[config.mk]
export PLATFORM = sky130hd
export DESIGN_NAME = bdp_norm
export DESIGN_NICKNAME = d
export VERILOG_FILES = /design/src/sv/bdp_pkg.sv /design/src/sv/bdp_norm.sv
export SDC_FILE = /design/constraint.sdc
export NUM_CORES = 1
export LEC_CHECK = 0
export BUFFER_PORTS_ARGS = -buffer_cell sky130_fd_sc_hd__buf_2
export CORE_ASPECT_RATIO = 0.6
export CORE_MARGIN = 3
export CORE_UTILIZATION = 60
export DETAILED_ROUTE_END_ITERATION = 7
export GPL_TIMING_DRIVEN = 1
export PLACE_DENSITY = 0.77
export SLEW_MARGIN = 40
export SYNTH_ARGS = -nofsm -noshare
export SYNTH_HDL_FRONTEND = slang
export SYNTH_SLANG_ARGS = --single-unit
export TNS_END_PERCENT = 50
[constraint.sdc]
create_clock -name clk -period 8.2 [get_ports clk]
set_clock_uncertainty 0.1 [all_clocks]
set_input_delay 0 -clock clk [delete_from_list [all_inputs] [get_ports clk]]
set_output_delay 0 -clock clk [all_outputs]
set_load 0.01 [all_outputs]
[src/sv/bdp_pkg.sv]
// ----------------------------------------------------------------------------
// bdp_pkg
// Shared widths, fixed-point constants, coefficient tables and the per-item
// context that travels along the horner cell chain.
// ----------------------------------------------------------------------------
package bdp_pkg;

    // configuration of the evaluator
    localparam int COEFF_COUNT = 16;
    localparam int FRAC_BITS   = 16;
    localparam int TABLE_LEN   = 16;
    localparam int TIDX_W      = $clog2(TABLE_LEN);
    localparam longint DEC_UNIT = 10000;

    // port widths
    localparam int VEL_W   = 32;
    localparam int DIST_W  = 48;
    localparam int OUT_FRAC = 16;

    // internal widths
    localparam int VFW    = FRAC_BITS + 17;          // velocity at FRAC_BITS fraction bits
    localparam int DW     = VFW;                     // velocity minus centre
    localparam int RW     = FRAC_BITS - 4;           // reciprocal of scale, unsigned
    localparam int PRW    = DW + RW + 1;             // normalizing product
    localparam int NMW    = FRAC_BITS + 12;          // magnitude of normalized velocity
    localparam int CW     = FRAC_BITS + 12;          // coefficient, signed
    localparam int AW     = 63;                      // working accumulator, signed
    localparam int AMW    = AW - 1;                  // accumulator magnitude
    localparam int HALF_W = AMW / 2;                 // multiplier split
    localparam int PPW    = HALF_W + NMW;            // partial product
    localparam int PW     = AMW + NMW;               // full product
    localparam int SUM_W  = AW + 1;

    localparam longint RND = 64'sd1 <<< (FRAC_BITS - 1);

    localparam logic [AMW-1:0]          WORK_MAX = {AMW{1'b1}};
    localparam logic signed [AW-1:0]    ACC_MAX  = {1'b0, WORK_MAX};
    localparam logic signed [AW-1:0]    ACC_MIN  = -ACC_MAX;
    localparam logic signed [SUM_W-1:0] SUM_MAX  = {2'b00, WORK_MAX};
    localparam logic signed [SUM_W-1:0] SUM_MIN  = -SUM_MAX;

    localparam logic signed [DIST_W-1:0] OUT_MAX = {1'b0, {(DIST_W-1){1'b1}}};
    localparam logic signed [DIST_W-1:0] OUT_MIN = {1'b1, {(DIST_W-1){1'b0}}};

    // coefficients in units of 0.0001
    localparam longint SLOW_SET [TABLE_LEN] = '{
        1363132, 1589403, 636093, -354894, -1492755, 1526967, 5025464, -2184689,
        -7795340, 957285, 6211013, 504598, -2450990, -545000, 380642, 123548};
    localparam longint FAST_SET [TABLE_LEN] = '{
        2586000, 2992000, 1152000, -1047000, -2609000, 4885000, 9408000, -8085000,
        -15519000, 5517000, 13157000, -614000, -5514000, -845000, 907000, 262000};

    localparam longint SLOW_CENTRE_DEC = 300079;
    localparam longint SLOW_SCALE      = 172325;
    localparam longint FAST_CENTRE_DEC = 414985;
    localparam longint FAST_SCALE      = 235436;
    localparam longint TWO_DEC         = 20000;

    // decimal constant to fixed point, half away from zero
    function automatic longint dec_to_fix(input longint k);
        longint m;
        longint r;
        m = (k < 0) ? -k : k;
        r = ((m <<< FRAC_BITS) + DEC_UNIT / 2) / DEC_UNIT;
        return (k < 0) ? -r : r;
    endfunction

    function automatic logic signed [CW-1:0] coef_fix(input logic fast,
                                                      input logic [TIDX_W-1:0] idx);
        longint k;
        k = fast ? FAST_SET[idx] : SLOW_SET[idx];
        return CW'(dec_to_fix(k));
    endfunction

    localparam logic signed [VFW-1:0] SLOW_CENTRE = VFW'(dec_to_fix(SLOW_CENTRE_DEC));
    localparam logic signed [VFW-1:0] FAST_CENTRE = VFW'(dec_to_fix(FAST_CENTRE_DEC));
    localparam logic signed [AW-1:0]  TWO_FIX     = AW'(dec_to_fix(TWO_DEC));

    localparam logic [RW-1:0] SLOW_RECIP =
        RW'(((DEC_UNIT <<< FRAC_BITS) + SLOW_SCALE / 2) / SLOW_SCALE);
    localparam logic [RW-1:0] FAST_RECIP =
        RW'(((DEC_UNIT <<< FRAC_BITS) + FAST_SCALE / 2) / FAST_SCALE);

    localparam logic signed [VEL_W-1:0] THRESH = VEL_W'(64'sd50 <<< 16);

    // what an item carries along the cell chain besides the accumulator
    typedef struct packed {
        logic           fast;
        logic           n_neg;
        logic [NMW-1:0] n_mag;
        logic           ovf;
    } bdp_ctx_t;

endpackage

[src/sv/bdp_norm.sv]
// ----------------------------------------------------------------------------
// bdp_norm
// Picks the coefficient set and normalizes the velocity:
// n = round((v - centre) * recip / 2^FRAC_BITS), three register stages.
// ----------------------------------------------------------------------------
module bdp_norm
    import bdp_pkg::*;
(
    input  logic                    clk,
    input  logic                    rst_n,
    input  logic                    en,
    input  logic                    feed_valid,
    input  logic signed [VEL_W-1:0] velocity,
    output logic                    pass_valid,
    output bdp_ctx_t                pass_ctx
);

    logic                  s1_valid_reg, s1_valid_next;
    logic                  s1_fast_reg, s1_fast_next;
    logic signed [DW-1:0]  s1_diff_reg, s1_diff_next;
    logic                  s2_valid_reg;
    logic                  s2_fast_reg;
    logic signed [PRW-1:0] s2_prod_reg, s2_prod_next;
    logic                  s3_valid_reg;
    bdp_ctx_t              s3_ctx_reg, s3_ctx_next;

    logic signed [VFW-1:0] vf;
    logic [RW-1:0]         recip;
    logic                  p_neg;
    logic [PRW-1:0]        p_op;
    logic [PRW-1:0]        p_rnd;

    // velocity to FRAC_BITS fraction bits
    if (FRAC_BITS >= 16) begin : g_vel_up
        assign vf = VFW'(velocity) <<< (FRAC_BITS - 16);
    end
    else begin : g_vel_down
        localparam int S = 16 - FRAC_BITS;
        logic signed [VEL_W:0] v_t;
        logic signed [VEL_W:0] v_sh;
        assign v_t  = $signed({velocity[VEL_W-1], velocity})
                    + $signed((VEL_W + 1)'(64'sd1 <<< (S - 1)))
                    - $signed({{VEL_W{1'b0}}, velocity[VEL_W-1]});
        assign v_sh = v_t >>> S;
        assign vf   = v_sh[VFW-1:0];
    end

    always_comb
    begin
        s1_valid_next = feed_valid;
        s1_fast_next  = !(velocity < THRESH);
        s1_diff_next  = DW'(vf) - DW'(s1_fast_next ? FAST_CENTRE : SLOW_CENTRE);
    end

    assign recip        = s1_fast_reg ? FAST_RECIP : SLOW_RECIP;
    assign s2_prod_next = PRW'(s1_diff_reg) * PRW'($signed({1'b0, recip}));

    // magnitude rounding in one adder: |x| + h = ~x + h + 1 for negative x
    assign p_neg = s2_prod_reg[PRW-1];
    assign p_op  = p_neg ? ~s2_prod_reg : s2_prod_reg;
    assign p_rnd = p_op + (p_neg ? PRW'(RND + 1) : PRW'(RND));

    always_comb
    begin
        s3_ctx_next.fast  = s2_fast_reg;
        s3_ctx_next.n_neg = p_neg;
        s3_ctx_next.n_mag = p_rnd[FRAC_BITS + NMW - 1:FRAC_BITS];
        s3_ctx_next.ovf   = 1'b0;
    end

    always_ff @(posedge clk or negedge rst_n)
    begin
        if (!rst_n)
        begin
            s1_valid_reg <= 1'b0;
            s2_valid_reg <= 1'b0;
            s3_valid_reg <= 1'b0;
        end
        else if (en)
        begin
            s1_valid_reg <= s1_valid_next;
            s2_valid_reg <= s1_valid_reg;
            s3_valid_reg <= s2_valid_reg;
        end
    end

    always_ff @(posedge clk)
    begin
        if (en)
        begin
            s1_fast_reg <= s1_fast_next;
            s1_diff_reg <= s1_diff_next;
            s2_fast_reg <= s1_fast_reg;
            s2_prod_reg <= s2_prod_next;
            s3_ctx_reg  <= s3_ctx_next;
        end
    end

    assign pass_valid = s3_valid_reg;
    assign pass_ctx   = s3_ctx_reg;

endmodule

==> results.toml <==
[route]
wire_per_inst_um = 17.6
drt_first_pass_iters = 5
wirelength_mm = 39.2
ant_nets = 0
drt-met1-wl_mm = 19.3
dr_wl_met2_mm = 15.5
drt-initial-drc-count = 1233
routed.top_layer = "met4"
vias = 12220
drc_errors = 0
avgViaCountPerCell = 5.49
wl_met3_mm = 3.87

[layout]
seq_area_um2 = 3380
fillers = 2097
n_antenna_cell = 0
largest_reg_flops = 45
final_common_cell = "inv_1"
num-nets-final = 2286
utilization = 0.676
final_cell_mix = "420 x inv_1, 258 x fa_1, 146 x ha_1, 110 x edfxtp_1, 81 x nand2_1"
final_layout_size_suffix_gt1_frac = 0.0732
area_delta_synth_final_pct = 9.40
multiInputGateArea_um2 = 12100

[sta]
rsz0062_at_grt = "no"
whs_ns = 0.0249
max_slew.worst_pin.slew_ns = 0.757
final-setup-viol-count = 0
slew_violations = 0
timing.fmax_mhz = 141
setup_tns_ns = 0
slew_headroom = 0.495
layout_min_cycle_time_ns = 7.11
fin_crit_sh = 0.867
hold_violations = 0

[setup_path]
required_ns = 8.30
crit_type = "reg2reg"
critPathLaunchType = "flop"
crit_path_max_fanout = 51
r2r_slack_ns = 1.09
crit_arrival_ns = 7.21
end_kind = "flop"

[place]
gp_congestion = 0.978
port_buffers = 66
place_hpwl_mm = 31.6

[yosys]
syn_area_per_cell_um2 = 9.76
syn_inst = 1768
synth_edf_count = 110
yosysUniqueCellTypes = 87
synth_ff_type = "edfxtp_1"
synthArstFlopShare = 0.0265
netlist_area_um2 = 17300
yosysSeqAreaShare = 0.196
ys_ff_latch = 113
yosys_warnings = 0

[clock_network]
cts_tree = "yes"
post_cts_buffers = 0
cts_buffer_depth = 2
clkLatencyLatePin_ns = 0.46
path_clk_slew_ns = 0.05
cts-hold-fix-buffers = 44
cts_buffers = 17
h-tree-depth = 4
cts_root_buf = "clkbuf_16"
cts_resized = 0
cts_sinks = 113

[floorplan]
num_rows = 47
ioPinCount = 68
die_h_um = 137
die_area_um2 = 30900
die_w_um = 225
core_um2 = 27900
initial_core_util = 0.618

[global_route]
antenna_found_initial = 0
grt_pass1_wl_mm = 64.0
grt_max_degree = 82
grt_pass1_vias = 12403
track_usage = 0.268
globalRouteOverflowTotal = 0

[min_path]
min_path_type = "in2reg"

[outcome]
status = "completed"

[flow_run]
maxCapViolations = 0
==> area by class of cell <==
cell class / instances / area share
timing repair buffer: 116 / 0.0435
inverter: 420 / 0.0835
tap: 367 / 0.0243
multi-input combinational: 1178 / 0.640
sequential: 113 / 0.179
clock buffer: 17 / 0.0225
clock inverter: 15 / 0.00709
==> stage by stage <==
| stage | cells | instance area [µm²] | setup WS [ns] |
|---|---|---|---|
| floorplan | 1773 | 17300 | 2.11 |
| global placement | 2150 | 17900 | 1.28 |
| detailed placement | 2150 | 17900 | 1.28 |
| CTS | 2226 | 18900 | 1.24 |
| global route | 2226 | 18900 | 0.543 |
| finish | 2226 | 18900 | 1.09 |
==> layer usage <==
metal	vias up	track usage
met5	-	0
li1	5734	-
met1	5933	0.416
met2	502	0.372
met3	51	0.0756
met4	0	0.0599
==> worst paths after layout <==
check / start / endpoint / depth (start not counted)
min in group asynchronous: rst_n / s2_valid_reg / 3
worst max register to register: s1_fast_reg / s2_prod_reg[39] / 21
worst min register to register: s2_fast_reg / pass_ctx[30] / 0
max in group asynchronous: rst_n / pass_valid / 3
worst max-delay path: s1_fast_reg / s2_prod_reg[39] / 21
worst min-delay path: velocity[20] / s1_diff_reg[20] / 3
==> critical path, stage by stage, from the launching register on <==
cell,delay (ns)
edfxtp_1,0.59
buf_4,0.47
buf_4,0.33
nand2b_1,0.19
inv_1,0.12
ha_1,0.30
inv_1,0.05
fa_1,0.52
inv_1,0.06
fa_1,0.47
fa_1,0.50
inv_1,0.06
fa_1,0.53
inv_1,0.05
ha_1,0.40
nand4_1,0.19
nor4_1,0.40
nand3_1,0.13
a211oi_1,0.45
o21ba_2,0.20
o21ai_0,0.22
o311ai_0,0.49
==> cell families after synthesis <==
family / Yosys count / share of synthesized area
other: 2 / 0.000435
XOR/XNOR: 153 / 0.0777
AND/OR/NAND/NOR: 382 / 0.123
adder cells (fa/ha/maj): 404 / 0.405
buffers and inverters: 482 / 0.106
AO/OA/AOI/OAI: 222 / 0.0867
multiplexers: 10 / 0.00602
flip-flops: 113 / 0.196
==> synth_stat cells (4+ instances only) <==
cell type / instances / area share
nor2_1: 58 / 0.013
a221oi_1: 4 / 0.0020
or2_2: 5 / 0.0018
ha_1: 146 / 0.11
nand2_1: 81 / 0.018
mux2i_1: 7 / 0.0041
xnor2_1: 79 / 0.040
and2_1: 54 / 0.020
nor3b_1: 5 / 0.0022
buf_1: 11 / 0.0024
and4_1: 5 / 0.0025
a21boi_0: 4 / 0.0017
nand3b_1: 4 / 0.0017
nor2b_1: 28 / 0.010
nand3_1: 18 / 0.0052
a211oi_1: 9 / 0.0039
o22ai_1: 5 / 0.0018
nor3_1: 20 / 0.0058
nand2b_1: 49 / 0.018
a21o_1: 25 / 0.011
edfxtp_1: 110 / 0.19
nand4_1: 8 / 0.0029
and3_1: 11 / 0.0040
clkbuf_1: 46 / 0.010
fa_1: 258 / 0.30
xor2_1: 74 / 0.038
a21oi_1: 63 / 0.018
nor4_1: 7 / 0.0025
o21a_1: 6 / 0.0026
o21bai_1: 8 / 0.0035
o21ai_0: 46 / 0.013
or3_1: 7 / 0.0025
inv_1: 420 / 0.091
o211ai_1: 5 / 0.0022
a31oi_1: 9 / 0.0033
Power is not shown: default switching activity piles up to over one toggle a cycle in this logic, so the estimate is an artifact.
