===== src/sv/bdp_pkg.sv =====
// ----------------------------------------------------------------------------
// bdp_pkg
// Shared widths, fixed-point constants, coefficient tables and the per-item
// context that travels along the horner cell chain.
// ----------------------------------------------------------------------------
package bdp_pkg;

    // configuration of the evaluator
    localparam int COEFF_COUNT = 16;
    localparam int FRAC_BITS   = 16;
    localparam int TABLE_LEN   = 16;
    localparam int TIDX_W      = $clog2(TABLE_LEN);
    localparam longint DEC_UNIT = 10000;

    // port widths
    localparam int VEL_W   = 32;
    localparam int DIST_W  = 48;
    localparam int OUT_FRAC = 16;

    // internal widths
    localparam int VFW    = FRAC_BITS + 17;          // velocity at FRAC_BITS fraction bits
    localparam int DW     = VFW;                     // velocity minus centre
    localparam int RW     = FRAC_BITS - 4;           // reciprocal of scale, unsigned
    localparam int PRW    = DW + RW + 1;             // normalizing product
    localparam int NMW    = FRAC_BITS + 12;          // magnitude of normalized velocity
    localparam int CW     = FRAC_BITS + 12;          // coefficient, signed
    localparam int AW     = 63;                      // working accumulator, signed
    localparam int AMW    = AW - 1;                  // accumulator magnitude
    localparam int HALF_W = AMW / 2;                 // multiplier split
    localparam int PPW    = HALF_W + NMW;            // partial product
    localparam int PW     = AMW + NMW;               // full product
    localparam int SUM_W  = AW + 1;

    localparam longint RND = 64'sd1 <<< (FRAC_BITS - 1);

    localparam logic [AMW-1:0]          WORK_MAX = {AMW{1'b1}};
    localparam logic signed [AW-1:0]    ACC_MAX  = {1'b0, WORK_MAX};
    localparam logic signed [AW-1:0]    ACC_MIN  = -ACC_MAX;
    localparam logic signed [SUM_W-1:0] SUM_MAX  = {2'b00, WORK_MAX};
    localparam logic signed [SUM_W-1:0] SUM_MIN  = -SUM_MAX;

    localparam logic signed [DIST_W-1:0] OUT_MAX = {1'b0, {(DIST_W-1){1'b1}}};
    localparam logic signed [DIST_W-1:0] OUT_MIN = {1'b1, {(DIST_W-1){1'b0}}};

    // coefficients in units of 0.0001
    localparam longint SLOW_SET [TABLE_LEN] = '{
        1363132, 1589403, 636093, -354894, -1492755, 1526967, 5025464, -2184689,
        -7795340, 957285, 6211013, 504598, -2450990, -545000, 380642, 123548};
    localparam longint FAST_SET [TABLE_LEN] = '{
        2586000, 2992000, 1152000, -1047000, -2609000, 4885000, 9408000, -8085000,
        -15519000, 5517000, 13157000, -614000, -5514000, -845000, 907000, 262000};

    localparam longint SLOW_CENTRE_DEC = 300079;
    localparam longint SLOW_SCALE      = 172325;
    localparam longint FAST_CENTRE_DEC = 414985;
    localparam longint FAST_SCALE      = 235436;
    localparam longint TWO_DEC         = 20000;

    // decimal constant to fixed point, half away from zero
    function automatic longint dec_to_fix(input longint k);
        longint m;
        longint r;
        m = (k < 0) ? -k : k;
        r = ((m <<< FRAC_BITS) + DEC_UNIT / 2) / DEC_UNIT;
        return (k < 0) ? -r : r;
    endfunction

    function automatic logic signed [CW-1:0] coef_fix(input logic fast,
                                                      input logic [TIDX_W-1:0] idx);
        longint k;
        k = fast ? FAST_SET[idx] : SLOW_SET[idx];
        return CW'(dec_to_fix(k));
    endfunction

    localparam logic signed [VFW-1:0] SLOW_CENTRE = VFW'(dec_to_fix(SLOW_CENTRE_DEC));
    localparam logic signed [VFW-1:0] FAST_CENTRE = VFW'(dec_to_fix(FAST_CENTRE_DEC));
    localparam logic signed [AW-1:0]  TWO_FIX     = AW'(dec_to_fix(TWO_DEC));

    localparam logic [RW-1:0] SLOW_RECIP =
        RW'(((DEC_UNIT <<< FRAC_BITS) + SLOW_SCALE / 2) / SLOW_SCALE);
    localparam logic [RW-1:0] FAST_RECIP =
        RW'(((DEC_UNIT <<< FRAC_BITS) + FAST_SCALE / 2) / FAST_SCALE);

    localparam logic signed [VEL_W-1:0] THRESH = VEL_W'(64'sd50 <<< 16);

    // what an item carries along the cell chain besides the accumulator
    typedef struct packed {
        logic           fast;
        logic           n_neg;
        logic [NMW-1:0] n_mag;
        logic           ovf;
    } bdp_ctx_t;

endpackage


===== src/sv/bdp_cell.sv =====
// ----------------------------------------------------------------------------
// bdp_cell
// One horner step: acc' = sat(round(acc * n / 2^FRAC_BITS) + c).
// Four stages: magnitude, split multiply, combine and round, add coefficient.
// ----------------------------------------------------------------------------
module bdp_cell
    import bdp_pkg::*;
(
    input  logic                 clk,
    input  logic                 rst_n,
    input  logic                 en,
    input  logic                 feed_valid,
    input  bdp_ctx_t             feed_ctx,
    input  logic signed [AW-1:0] feed_acc,
    input  logic signed [CW-1:0] coef_slow,
    input  logic signed [CW-1:0] coef_fast,
    output logic                 pass_valid,
    output bdp_ctx_t             pass_ctx,
    output logic signed [AW-1:0] pass_acc
);

    logic                 a_valid_reg, b_valid_reg, c_valid_reg, d_valid_reg;
    bdp_ctx_t             a_ctx_reg, b_ctx_reg, c_ctx_reg, d_ctx_reg;
    bdp_ctx_t             c_ctx_next, d_ctx_next;
    logic [AMW-1:0]       a_mag_reg, a_mag_next;
    logic                 a_neg_reg, a_neg_next, b_neg_reg, c_neg_reg;
    logic [PPW-1:0]       b_lo_reg, b_lo_next, b_hi_reg, b_hi_next;
    logic [AMW-1:0]       c_mag_reg, c_mag_next;
    logic signed [AW-1:0] d_acc_reg, d_acc_next;

    logic signed [AW-1:0]    acc_abs;
    logic [PW-1:0]           c_prod;
    logic [PW-FRAC_BITS-1:0] c_quot;
    logic                    c_over;
    logic signed [SUM_W-1:0] d_coef, d_mag, d_sum;
    logic                    d_over;

    // stage a: accumulator magnitude and product sign
    assign acc_abs    = feed_acc[AW-1] ? -feed_acc : feed_acc;
    assign a_mag_next = acc_abs[AMW-1:0];
    assign a_neg_next = feed_acc[AW-1] ^ feed_ctx.n_neg;

    // stage b: two half-width partial products
    assign b_lo_next = PPW'(a_mag_reg[HALF_W-1:0]) * PPW'(a_ctx_reg.n_mag);
    assign b_hi_next = PPW'(a_mag_reg[AMW-1:HALF_W]) * PPW'(a_ctx_reg.n_mag);

    // stage c: combine, round half up on the magnitude, clamp
    assign c_prod = {b_hi_reg, {HALF_W{1'b0}}} + PW'(b_lo_reg) + PW'(RND);
    assign c_quot = c_prod[PW-1:FRAC_BITS];
    assign c_over = |c_quot[PW-FRAC_BITS-1:AMW];

    always_comb
    begin
        c_mag_next     = c_over ? WORK_MAX : c_quot[AMW-1:0];
        c_ctx_next     = b_ctx_reg;
        c_ctx_next.ovf = b_ctx_reg.ovf | c_over;
    end

    // stage d: signed add of the coefficient, then working saturation
    assign d_coef = SUM_W'(c_ctx_reg.fast ? coef_fast : coef_slow);
    assign d_mag  = $signed({2'b00, c_mag_reg});
    assign d_sum  = c_neg_reg ? d_coef - d_mag : d_coef + d_mag;

    always_comb
    begin
        d_over = 1'b0;
        priority if (d_sum > SUM_MAX)
        begin
            d_acc_next = ACC_MAX;
            d_over     = 1'b1;
        end
        else if (d_sum < SUM_MIN)
        begin
            d_acc_next = ACC_MIN;
            d_over     = 1'b1;
        end
        else
        begin
            d_acc_next = d_sum[AW-1:0];
        end
        d_ctx_next     = c_ctx_reg;
        d_ctx_next.ovf = c_ctx_reg.ovf | d_over;
    end

    always_ff @(posedge clk or negedge rst_n)
    begin
        if (!rst_n)
        begin
            a_valid_reg <= 1'b0;
            b_valid_reg <= 1'b0;
            c_valid_reg <= 1'b0;
            d_valid_reg <= 1'b0;
        end
        else if (en)
        begin
            a_valid_reg <= feed_valid;
            b_valid_reg <= a_valid_reg;
            c_valid_reg <= b_valid_reg;
            d_valid_reg <= c_valid_reg;
        end
    end

    always_ff @(posedge clk)
    begin
        if (en)
        begin
            a_ctx_reg <= feed_ctx;
            a_mag_reg <= a_mag_next;
            a_neg_reg <= a_neg_next;
            b_ctx_reg <= a_ctx_reg;
            b_neg_reg <= a_neg_reg;
            b_lo_reg  <= b_lo_next;
            b_hi_reg  <= b_hi_next;
            c_ctx_reg <= c_ctx_next;
            c_neg_reg <= b_neg_reg;
            c_mag_reg <= c_mag_next;
            d_ctx_reg <= d_ctx_next;
            d_acc_reg <= d_acc_next;
        end
    end

    assign pass_valid = d_valid_reg;
    assign pass_ctx   = d_ctx_reg;
    assign pass_acc   = d_acc_reg;

endmodule


===== config.mk =====
export PLATFORM = sky130hd
export DESIGN_NAME = bdp_cell
export DESIGN_NICKNAME = d
export VERILOG_FILES = /design/src/sv/bdp_pkg.sv /design/src/sv/bdp_cell.sv
export SDC_FILE = /design/constraint.sdc
export NUM_CORES = 2
export LEC_CHECK = 0
export BUFFER_PORTS_ARGS = -buffer_cell sky130_fd_sc_hd__buf_2
export CORE_MARGIN = 8
export CORE_UTILIZATION = 55
export DETAILED_ROUTE_END_ITERATION = 8
export GPL_ROUTABILITY_DRIVEN = 1
export PLACE_DENSITY = 0.83
export SYNTH_ARGS = -nofsm -noshare
export SYNTH_HDL_FRONTEND = slang
export SYNTH_SLANG_ARGS = --single-unit

===== constraint.sdc =====
create_clock -name clk -period 16.6 [get_ports clk]
set_input_delay 3.32 -clock clk [delete_from_list [all_inputs] [get_ports clk]]
set_output_delay 3.32 -clock clk [all_outputs]
set_load 0.05 [all_outputs]

==> flow_summary.ini <==
[outcome]
status = completed

[min_path]
min_path_type = flip-flop to flip-flop

[detailed_routing]
met1_length_mm = 82.1
vias_per_cell = 5.71
first_iter_violations = 5651
firstDrtPassIters = 6
ant_nets = 0
route.detailed.drc = 0
wl_met3_mm = 24.5
wl_met2_mm = 97.1
routed-via-count = 59200
drt-total-wl_mm = 213
wire_per_inst_um = 20.6
top_layer_used = met5

[sta]
totalNegativeSetupSlack_ns = 0
hold_viol = 0
relSlewSlack_pct = 12.3
setup_viol = 0
finalCriticalPeriod_ns = 9.27
tightest_slew_ns = 1.32
clock_skew_ns = 0.0276
slew_violations = 0
max_freq_ghz = 0.108
finalCritPeriodShare_pct = 55.8
rsz0062_at_grt = false

[floorplan]
core_area_mm2 = 0.143
initial_core_util_pct = 55.4
die_h_um = 396
dieArea_mm2 = 0.157
num_io_pins = 249
die_w_um = 396
core.rowCount = 139

[worst_setup_path]
reg2reg_slack_ns = 7.33
crit_required_ns = 16.98
cp-start-kind = flip-flop
crit_arrival_ns = 9.65
cpPeakStageDelay_ns = 1.11
worstSetupPathType = flip-flop to flip-flop
cp-end-kind = flip-flop
crit_fanout = 28
critPathSlowestCell = edfxtp_1
crit_top_cell = fa_1

[global_routing]
grt-ovfl-total = 0
grt_pass1_vias = 64100
grt_pass1_wl_mm = 342
antenna_found_initial = 10
grt_usage_pct = 27.2
grt_max_degree = 139

[clock_network]
cts-root-buf = clkbuf_16
cts_tree = built
numCtsBuffers = 51
clock_latency_ns = 0.65
cts-htree-levels = 2
cts_resized = 0
cts_buffer_depth = 3
cts_setup_buffers = 0
postCtsHoldBufs = 0
clk_pin_slew_worst_paths_ns = 0.07
cts_num_sinks = 421

[synth]
syn_area_mm2 = 0.0794
syn_inst = 8458
yosys_register_bits = 421
ys_seq_area_share_pct = 15.9
synthArstFlopShare_pct = 0.950
ys_types = 84
yosysWarnings = 0
synth_edf_count = 417
syn_avg_cell_area_um2 = 9.39
synthesis.nets = 10600
ys.flop_type = edfxtp_1

[layout]
finish.net_count = 10600
largest_reg_flops = 63
area_delta_synth_final_pct = 5.64
layout-drive-gt1-share_pct = 6.00

[placed_design]
port_buffers = 248
place_congestion = 0.972
hpwl_mm = 163

[flow_run]
drv_cap = 0
==> synth_stat cells, types with 18 or more instances <==
master,instances,area [um^2]
a21boi_0,18,135
a21o_1,103,773
a21oi_1,211,1060
a31oi_1,34,213
and2_1,917,5740
and3_1,35,219
clkbuf_1,454,1700
edfxtp_1,417,12500
fa_1,1504,30100
ha_1,516,6460
inv_1,1754,6580
maj3_1,58,581
mux2_2,32,360
nand2_1,1071,4020
nand2b_1,21,131
nand3_1,60,300
nand4_1,58,363
nor2_1,227,852
nor2b_1,41,257
nor3_1,75,375
nor4_1,32,200
o211ai_1,21,158
o21a_1,38,285
o21ai_0,142,711
o21bai_1,24,180
o31ai_1,28,210
or3_1,28,175
or4_1,21,158
xnor2_1,232,2030
xor2_1,69,604
==> through the flow <==
stage	worst slack, ns	util, %	hold WS [ns]	std cells	instance area, um^2
after global placement	7.72	57.3	0.401	10300	82200
final	7.33	58.5	0.412	10400	83900
after CTS	7.44	58.5	0.413	10300	83900
after detailed placement	7.49	57.3	0.405	10300	82200
after floorplan	9.21	-	0.400	8458	79400
after global routing	6.92	58.5	0.422	10300	83900
==> area by class of cell <==
cell class	instances	area (um^2)
inverter	1754	6580
sequential	421	12600
clock inverter	37	448
antenna	4	10.0
tap	1903	2380
fill	11800	59600
clock buffer	57	1300
timing repair buffer	355	2070
multi-input combinational	5822	58500
==> per-layer routing <==
metal  GRT usage, %  vias to the layer above
li1               -                    25800
met1           35.2                    29400
met2           44.0                     3305
met3           6.93                      667
met4           10.8                        6
met5              0                        -
==> path summary, 6_finish.rpt <==
check / to / depth (start not counted) / from
min: pass_ctx[27] / 0 / c_ctx_reg[27]
min in group asynchronous: c_valid_reg / 1 / rst_n
max: b_lo_reg[57] / 25 / a_mag_reg[10]
max reg2reg: b_lo_reg[57] / 25 / a_mag_reg[10]
max in group asynchronous: a_valid_reg / 1 / rst_n
min reg2reg: pass_ctx[27] / 0 / c_ctx_reg[27]
==> placed cells by master (no fill, tap or decap), drive strengths merged, types with 61 or more instances in the layout <==
master / synthesis / layout
edfxtp: 417 / 417
nand3: 61 / 61
and2: 917 / 917
fa: 1504 / 1504
inv: 1754 / 1766
nand2: 1071 / 1071
o21ai: 144 / 144
a21oi: 211 / 211
xor2: 69 / 69
xnor2: 232 / 232
ha: 516 / 516
nor2: 227 / 227
a21o: 103 / 103
nor3: 77 / 77
buf: 7 / 355
==> cells by family after synthesis <==
| kind of cell | after synthesis | share of synthesized area (%) |
|---|---|---|
| xor+xnor | 301 | 3.32 |
| compound gates | 757 | 6.25 |
| simple gates | 2650 | 16.8 |
| flops | 421 | 15.9 |
| mux | 36 | 0.504 |
| fa+ha+maj | 2078 | 46.8 |
| buf+inv | 2215 | 10.5 |
==> worst max-delay path, delay by kind of cell, from the launching register on <==
family	cells	cell delay (ns)
adder cells (fa/ha/maj)	8	3.91
AND/OR/NAND/NOR	4	0.67
flip-flops	1	1.11
XOR/XNOR	1	0.12
buffers and inverters	5	0.27
AO/OA/AOI/OAI	7	2.88
Power is left out: the tool's default activity adds up to more than one toggle a clock period on the data nets, which glitch-free logic cannot reach.
